### src/sv/thop_pkg.sv
// shared types and constants for the tcp header option parser
package thop_pkg;

	localparam int unsigned MIN_HDR_BYTES = 20;
	localparam int unsigned OFFSET_BYTE   = 12;
	localparam int unsigned MIN_DOFF      = 5;

	// option kinds on the wire
	localparam logic [7:0] KIND_END  = 8'd0;
	localparam logic [7:0] KIND_NOP  = 8'd1;
	localparam logic [7:0] KIND_MSS  = 8'd2;
	localparam logic [7:0] KIND_WS   = 8'd3;
	localparam logic [7:0] KIND_SACK = 8'd4;
	localparam logic [7:0] KIND_TS   = 8'd8;

	// required option length bytes
	localparam logic [7:0] LEN_MSS  = 8'd4;
	localparam logic [7:0] LEN_WS   = 8'd3;
	localparam logic [7:0] LEN_SACK = 8'd2;
	localparam logic [7:0] LEN_TS   = 8'd10;

	// value and skip byte counts after the length byte
	localparam logic [3:0] VAL_MSS  = 4'd2;
	localparam logic [3:0] VAL_WS   = 4'd1;
	localparam logic [3:0] SKIP_TS  = 4'd8;

	typedef enum logic [2:0] {
		ST_OK      = 3'd0,
		ST_SHORT   = 3'd1,
		ST_HDR     = 3'd2,
		ST_BADLEN  = 3'd3,
		ST_OVERRUN = 3'd4
	} status_t;

	typedef enum logic [3:0] {
		PH_KIND  = 4'b0001,
		PH_LEN   = 4'b0010,
		PH_VALUE = 4'b0100,
		PH_SKIP  = 4'b1000
	} phase_t;

	typedef enum logic [1:0] {
		PK_MSS  = 2'd0,
		PK_WS   = 2'd1,
		PK_SACK = 2'd2,
		PK_TS   = 2'd3
	} pkind_t;

	typedef struct packed {
		logic [7:0] data_byte;
		logic       last;
	} beat_t;

	typedef struct packed {
		status_t     status;
		logic [5:0]  hdr_len;
		logic [15:0] mss;
		logic        mss_present;
		logic [7:0]  wscale;
		logic        wscale_present;
		logic        sack_permitted;
		logic [5:0]  nop_count;
		logic [5:0]  pad_len;
	} result_t;

endpackage

### src/sv/thop_parse.sv
// per-segment parse state and option decode for one byte
module thop_parse import thop_pkg::*; (
	input  logic    clk,
	input  logic    arst_n,
	input  logic    step,
	input  beat_t   beat,
	output result_t result
);

	logic [15:0] pos_q, pos_n;
	logic [3:0]  hw_q, hw_n;
	pkind_t      kind_q, kind_n;
	phase_t      phase_q, phase_n;
	logic [3:0]  btc_q, btc_n;
	logic [15:0] mss_q, mss_n;
	logic [7:0]  scale_q, scale_n;
	logic [2:0]  present_q, present_n;
	logic [5:0]  nop_q, nop_n;
	logic [5:0]  endoff_q, endoff_n;
	logic        endseen_q, endseen_n;
	status_t     err_q, err_n, err_fin;
	logic [5:0]  ps;
	logic        active;
	logic [7:0]  b;
	logic [7:0]  want;
	status_t     st;

	assign b  = beat.data_byte;
	assign hw_n = (pos_q == 16'(OFFSET_BYTE)) ? b[7:4] : hw_q;
	assign ps = {hw_n, 2'b00};
	assign active = (hw_n >= 4'(MIN_DOFF)) && (err_q == ST_OK) && !endseen_q;

	always_comb begin
		case (kind_q)
			PK_MSS:  want = LEN_MSS;
			PK_WS:   want = LEN_WS;
			PK_SACK: want = LEN_SACK;
			default: want = LEN_TS;
		endcase
	end

	always_comb begin
		kind_n    = kind_q;
		phase_n   = phase_q;
		btc_n     = btc_q;
		mss_n     = mss_q;
		scale_n   = scale_q;
		present_n = present_q;
		nop_n     = nop_q;
		endoff_n  = endoff_q;
		endseen_n = endseen_q;
		err_n     = err_q;
		if (pos_q >= 16'(MIN_HDR_BYTES) && active) begin
			if (pos_q < {10'd0, ps}) begin
				case (phase_q)
					PH_KIND: begin
						if (b == KIND_END) begin
							endseen_n = 1'b1;
							endoff_n  = pos_q[5:0] + 6'd1;
						end else if (b == KIND_NOP) begin
							nop_n = nop_q + 6'd1;
						end else if (b == KIND_MSS) begin
							kind_n  = PK_MSS;
							phase_n = PH_LEN;
						end else if (b == KIND_WS) begin
							kind_n  = PK_WS;
							phase_n = PH_LEN;
						end else if (b == KIND_SACK) begin
							kind_n  = PK_SACK;
							phase_n = PH_LEN;
						end else if (b == KIND_TS) begin
							kind_n  = PK_TS;
							phase_n = PH_LEN;
						end
					end
					PH_LEN: begin
						if (b != want) begin
							err_n = ST_BADLEN;
						end else begin
							case (kind_q)
								PK_MSS: begin
									phase_n = PH_VALUE;
									btc_n   = VAL_MSS;
								end
								PK_WS: begin
									phase_n = PH_VALUE;
									btc_n   = VAL_WS;
								end
								PK_SACK: begin
									present_n[2] = 1'b1;
									phase_n      = PH_KIND;
								end
								default: begin
									phase_n = PH_SKIP;
									btc_n   = SKIP_TS;
								end
							endcase
						end
					end
					PH_VALUE: begin
						if (kind_q == PK_MSS) begin
							mss_n = {mss_q[7:0], b};
							btc_n = btc_q - 4'd1;
							if (btc_q == 4'd1) begin
								present_n[0] = 1'b1;
								phase_n      = PH_KIND;
							end
						end else begin
							scale_n      = b;
							present_n[1] = 1'b1;
							phase_n      = PH_KIND;
							btc_n        = 4'd0;
						end
					end
					PH_SKIP: begin
						btc_n = btc_q - 4'd1;
						if (btc_q == 4'd1) begin
							phase_n = PH_KIND;
						end
					end
					default: begin
						phase_n = PH_KIND;
					end
				endcase
			end else if (phase_q != PH_KIND) begin
				err_n = ST_OVERRUN;
			end
		end
	end

	assign pos_n = (pos_q == 16'hFFFF) ? pos_q : pos_q + 16'd1;

	// final status; an option open at segment end is an overrun
	always_comb begin
		err_fin = err_n;
		if (hw_n >= 4'(MIN_DOFF) && err_n == ST_OK && !endseen_n && phase_n != PH_KIND) begin
			err_fin = ST_OVERRUN;
		end
		if (pos_n < 16'(MIN_HDR_BYTES)) begin
			st = ST_SHORT;
		end else if (hw_n < 4'(MIN_DOFF) || {10'd0, ps} > pos_n) begin
			st = ST_HDR;
		end else begin
			st = err_fin;
		end
	end

	always_comb begin
		result = '0;
		result.status = st;
		if (st == ST_OK) begin
			result.hdr_len        = ps;
			result.mss            = mss_n;
			result.mss_present    = present_n[0];
			result.wscale         = scale_n;
			result.wscale_present = present_n[1];
			result.sack_permitted = present_n[2];
			result.nop_count      = nop_n;
			result.pad_len        = (endseen_n && ps >= endoff_n) ? ps - endoff_n : 6'd0;
		end
	end

	always_ff @(posedge clk or negedge arst_n) begin
		if (!arst_n) begin
			pos_q     <= '0;
			hw_q      <= '0;
			kind_q    <= PK_MSS;
			phase_q   <= PH_KIND;
			btc_q     <= '0;
			mss_q     <= '0;
			scale_q   <= '0;
			present_q <= '0;
			nop_q     <= '0;
			endoff_q  <= '0;
			endseen_q <= 1'b0;
			err_q     <= ST_OK;
		end else if (step) begin
			if (beat.last) begin
				pos_q     <= '0;
				hw_q      <= '0;
				kind_q    <= PK_MSS;
				phase_q   <= PH_KIND;
				btc_q     <= '0;
				mss_q     <= '0;
				scale_q   <= '0;
				present_q <= '0;
				nop_q     <= '0;
				endoff_q  <= '0;
				endseen_q <= 1'b0;
				err_q     <= ST_OK;
			end else begin
				pos_q     <= pos_n;
				hw_q      <= hw_n;
				kind_q    <= kind_n;
				phase_q   <= phase_n;
				btc_q     <= btc_n;
				mss_q     <= mss_n;
				scale_q   <= scale_n;
				present_q <= present_n;
				nop_q     <= nop_n;
				endoff_q  <= endoff_n;
				endseen_q <= endseen_n;
				err_q     <= err_n;
			end
		end
	end

endmodule

### src/sv/thop_outq.sv
// result register on the output side
module thop_outq import thop_pkg::*; (
	input  logic    clk,
	input  logic    arst_n,
	input  logic    load,
	input  result_t din,
	input  logic    take,
	output logic    valid,
	output result_t dout,
	output logic    free
);

	logic    valid_s2;
	result_t res_s2;

	assign free  = !valid_s2 || take;
	assign valid = valid_s2;
	assign dout  = res_s2;

	always_ff @(posedge clk or negedge arst_n) begin
		if (!arst_n) begin
			valid_s2 <= 1'b0;
		end else if (load) begin
			valid_s2 <= 1'b1;
		end else if (take) begin
			valid_s2 <= 1'b0;
		end
	end

	always_ff @(posedge clk) begin
		if (load) begin
			res_s2 <= din;
		end
	end

endmodule

### src/sv/tcp_header_option_parser.sv
// top level of the tcp header option parser
// usage:
//   a tcp segment enters on the s_ channel one byte per beat, in wire order,
//   with s_tlast on its final byte. the data offset is taken from byte 12
//   and options are decoded from byte 20 up to the payload start.
//   on the last byte one summary beat leaves on the m_ channel: status,
//   payload start, mss, window scale, sack-permitted, nop count, padding.
//   bytes other than the last produce no output beat.
// timing:
//   a byte is registered on acceptance and decoded from the input register
//   against the per-segment state; the summary lands in the output register,
//   and m_tvalid rises once the last byte's summary is loaded there.
//   one byte per cycle sustained while the output register can take each
//   last byte; back-to-back segments need no gap.
// reset:
//   arst_n clears the parse state and both valid flags; the next byte after
//   reset, or after any last byte, starts a new segment.
// stall:
//   while m_tready is low the summary holds; middle bytes keep flowing,
//   only a following last byte waits in the input register, and s_tready
//   drops until the output register frees up.
module tcp_header_option_parser import thop_pkg::*; (
	input  logic        clk,
	input  logic        arst_n,
	input  logic        s_tvalid,
	output logic        s_tready,
	input  logic [7:0]  s_tdata,   // [7:0] data_byte
	input  logic        s_tlast,   // last byte of the segment
	output logic        m_tvalid,
	input  logic        m_tready,
	// [2:0] status, [8:3] hdr_len, [24:9] mss, [25] mss_present,
	// [33:26] wscale, [34] wscale_present, [35] sack_permitted,
	// [41:36] nop_count, [47:42] pad_len
	output logic [47:0] m_tdata
);

	logic    valid_s1;
	beat_t   beat_s1;
	logic    advance;
	logic    out_free;
	result_t res_comb;
	result_t res_out;

	// a middle byte always moves on; a last byte needs room in the output register
	assign advance  = valid_s1 && (!beat_s1.last || out_free);
	assign s_tready = !valid_s1 || advance;

	always_ff @(posedge clk or negedge arst_n) begin
		if (!arst_n) begin
			valid_s1 <= 1'b0;
		end else if (s_tready) begin
			valid_s1 <= s_tvalid;
		end
	end

	always_ff @(posedge clk) begin
		if (s_tvalid && s_tready) begin
			beat_s1.data_byte <= s_tdata;
			beat_s1.last      <= s_tlast;
		end
	end

	thop_parse u_parse (
		.clk    (clk),
		.arst_n (arst_n),
		.step   (advance),
		.beat   (beat_s1),
		.result (res_comb)
	);

	thop_outq u_outq (
		.clk    (clk),
		.arst_n (arst_n),
		.load   (advance && beat_s1.last),
		.din    (res_comb),
		.take   (m_tready),
		.valid  (m_tvalid),
		.dout   (res_out),
		.free   (out_free)
	);

	// pack the summary beat, first field lowest
	assign m_tdata = {
		res_out.pad_len,
		res_out.nop_count,
		res_out.sack_permitted,
		res_out.wscale_present,
		res_out.wscale,
		res_out.mss_present,
		res_out.mss,
		res_out.hdr_len,
		res_out.status
	};

endmodule

### config.mk
export PLATFORM = sky130hd
export DESIGN_NAME = tcp_header_option_parser
export DESIGN_NICKNAME = d
export VERILOG_FILES = /design/src/sv/thop_pkg.sv /design/src/sv/thop_parse.sv /design/src/sv/thop_outq.sv /design/src/sv/tcp_header_option_parser.sv
export SDC_FILE = /design/constraint.sdc
export NUM_CORES = 1
export LEC_CHECK = 0
export BUFFER_PORTS_ARGS = -buffer_cell sky130_fd_sc_hd__buf_2
export CAP_MARGIN = 20
export CORE_ASPECT_RATIO = 1.25
export CORE_MARGIN = 2
export CORE_UTILIZATION = 24
export CTS_CLUSTER_DIAMETER = 80
export DETAILED_ROUTE_END_ITERATION = 12
export PLACE_DENSITY = 0.4
export REMOVE_ABC_BUFFERS = 1
export SYNTH_ARGS = -nofsm -noshare
export SYNTH_HDL_FRONTEND = slang
export SYNTH_SLANG_ARGS = --single-unit
### constraint.sdc
create_clock -name clk -period 12.66 [get_ports clk]
set_input_delay 2.532 -clock clk [delete_from_list [all_inputs] [get_ports clk]]
set_output_delay 2.532 -clock clk [all_outputs]
set_load 0.01 [all_outputs]
==> metrics.csv <==
stage;metric;value;unit
drt;drt_iter0_drc;416;
synth;synth.avg_cell_area;9.49;um2
global_routing;grtUsageMet2;25.7;%
cells_and_area;diodes;0;
cells_and_area;layout_commonest_cell;nand2_1;
cells_and_area;nets;833;
cts;worst_skew_pair.late_latency;0.43;ns
synth;synth.cell_area;7230;um2
placement;routabilityCongestion;0.802;
cells_and_area;area_delta_synth_final;17.9;%
placement;dp.cells;1189;
sta;worst_slack;7.12;ns
cts;post_cts_buffers;0;
critical_path;worstSetupPathType;input port to primary output;
power;vdd_drop_max;0.0000944;V
sta;maxSlewHeadroom;41.9;%
global_routing;grt_pass1_wl;33.6;mm
critical_path;cp-start-kind;input port;
power;p_per_area;132;nW/um2
global_routing;grtUsageTotal;13.8;%
placement;pre_cts_slack;7.10;ns
run;drv_cap;0;
synth;yosys_most_used_dff;dfrtp_1;
die;initial_utilization;24.2;%
die;fp.dieW;159;um
drt;post_drt_wl_per_cell;17.3;um
synth;synth_seq_cells;130;
drt;firstDrtPassIters;4;
global_routing;busiest_layer;met2;
placement;dp_hpwl;14.6;mm
cts;cts_made_buffers;17;
die;dieHeight;198;um
sta;whs;0.478;ns
sta;maxSlewViolCount;0;
cts;post_cts_resized;0;
critical_path;arrival;3.01;ns
global_routing;grt.met3_usage;2.70;%
drt;vias;5816;
power;power;1.13;mW
cts;cts_buffer_depth;2;
critical_path;cp-end-kind;primary output;
drt;drt_wl_total;21.1;mm
die;io_pins;63;
sta;finalSetupViolCount;0;
cells_and_area;final_cell_mix;130 x nand2_1, 74 x dfrtp_1, 60 x nor2_1;
die;die_area;31500;um2
sta;finClkSkew;0.0112;ns
synth;synth_edf_count;55;
sta;fmax;180;MHz
cells_and_area;drive_above_1_share;16.0;%
sta;period_share;43.8;%
cts;htree_num_levels;4;
critical_path;crit_fanout;3;
synth;ys_types;83;
global_routing;grt_pass1_vias;5949;
cts;clock-sinks;130;
cts;cts_tree;built;
sta;finalHoldViolCount;0;
placement;io_buffers;60;
global_routing;use_met1;15.7;%
drt;drc;0;
status;outcome;completed;
power;p_leak;3.30;nW
global_routing;grt_antenna_before_repair;0;
cells_and_area;final_area;8520;um2
placement;dpl_cell_area;7910;um2
min_path;hold_path.class;flip-flop to flip-flop;
sta;setup_tns;0;ns
die;rows;71;
cts;root_buffer;clkbuf_16;
synth;async_flop_share;57.7;%
sta;tightest_slew;0.870;ns
synth;synthCells;762;
drt;via_per_inst;4.76;
drt;ant_nets;0;
die;fp.coreArea;29800;um2
cts;postCtsHoldBufs;0;
synth;ys_seq_area_share;48.8;%
synth;ys_warn_count;0;
sta;rsz0062_at_grt;no;
global_routing;gr-total-overflow;0;
critical_path;required;10.13;ns
sta;fin_crit;5.54;ns
cells_and_area;utilization;28.6;%
cells_and_area;final_cells;1221;
cts;clk_pin_slew_worst_paths;0.06;ns
global_routing;grt_max_degree;49;
==> worst max-delay path, stage by stage <==
cell	delay (ns)
buf_2	0.11
nand4b_1	0.19
buf_2	0.18
==> where the power goes <==
group,internal (mW),total [mW],leakage (nW),switching (mW)
combinational,0.0426,0.112,1.46,0.0689
sequential,0.473,0.501,1.54,0.0278
clock,0.320,0.513,0.293,0.193
total,0.835,1.13,3.30,0.290
==> logic make-up after synthesis <==
group | share of synthesized area (%)
other | 0.0519
XOR/XNOR | 2.06
adder cells (fa/ha/maj) | 2.25
buffers and inverters | 4.00
AND/OR/NAND/NOR | 21.2
AO/OA/AOI/OAI | 19.1
multiplexers | 2.58
flip-flops | 48.8
==> layout make-up <==
type                       count  area (um2)
clock buffer                  19         453
inverter                      19        71.3
tap                          401         502
fill                        3176       21300
multi-input combinational    568        3430
clock inverter                13         158
timing repair buffer          71         385
sequential                   130        3530
==> flip-flops by register name (all words and copies together) (netlist names), 4 cells and up <==
name / flops
u_parse.nop_q: 6
u_parse.btc_q: 4
u_parse.mss_q: 16
u_outq.dout: 46
u_parse.pos_q: 16
u_parse.hw_q: 4
u_parse.scale_q: 8
beat_s1: 9
u_parse.phase_q: 4
u_parse.endoff_q: 6
==> synthesized netlist by cell type (all sizes together), types with 7 or more instances <==
cell type | instances | area share, %
nand2 | 131 | 6.8
dfrtp | 74 | 26
o21ai | 72 | 5.0
nor2 | 63 | 3.3
edfxtp | 55 | 23
a21oi | 45 | 3.2
clkbuf | 30 | 1.6
a21boi | 24 | 2.5
inv | 18 | 0.93
nand3 | 17 | 1.2
buf | 16 | 1.5
mux2i | 16 | 2.2
nand4 | 14 | 1.4
nor3 | 14 | 1.1
ha | 13 | 2.2
a31oi | 10 | 0.87
xnor2 | 9 | 1.1
a21o | 8 | 0.83
nand2b | 8 | 0.69
xor2 | 8 | 0.97
nor4 | 7 | 1.3
==> per-layer routing <==
layer	share of wire (%)	up-vias
met1	43	2869
met5	0	-
met4	1.7	0
met2	53	82
li1	-	2845
met3	2.2	20
==> path summary, 6_finish.rpt <==
check / cells past startpoint / startpoint / slack (ns) / end
min in group asynchronous: 1 / arst_n / 2.04 / u_parse.mss_q[15]$_DFFE_PN0P_
hold reg to reg: 2 / u_parse.scale_q[3]$_DFFE_PN0P_ / 0.48 / u_parse.scale_q[3]$_DFFE_PN0P_
hold / removal: 2 / u_parse.scale_q[3]$_DFFE_PN0P_ / 0.48 / u_parse.scale_q[3]$_DFFE_PN0P_
max in group asynchronous: 2 / arst_n / 9.57 / valid_s1$_DFFE_PN0N_
setup reg to reg: 16 / u_parse.pos_q[0]$_DFFE_PN0P_ / 7.29 / u_outq.dout[3]$_SDFFCE_PN0P_
setup / recovery: 3 / m_tready / 7.12 / s_tready
Note: power is estimated with default switching activity, not from simulation.
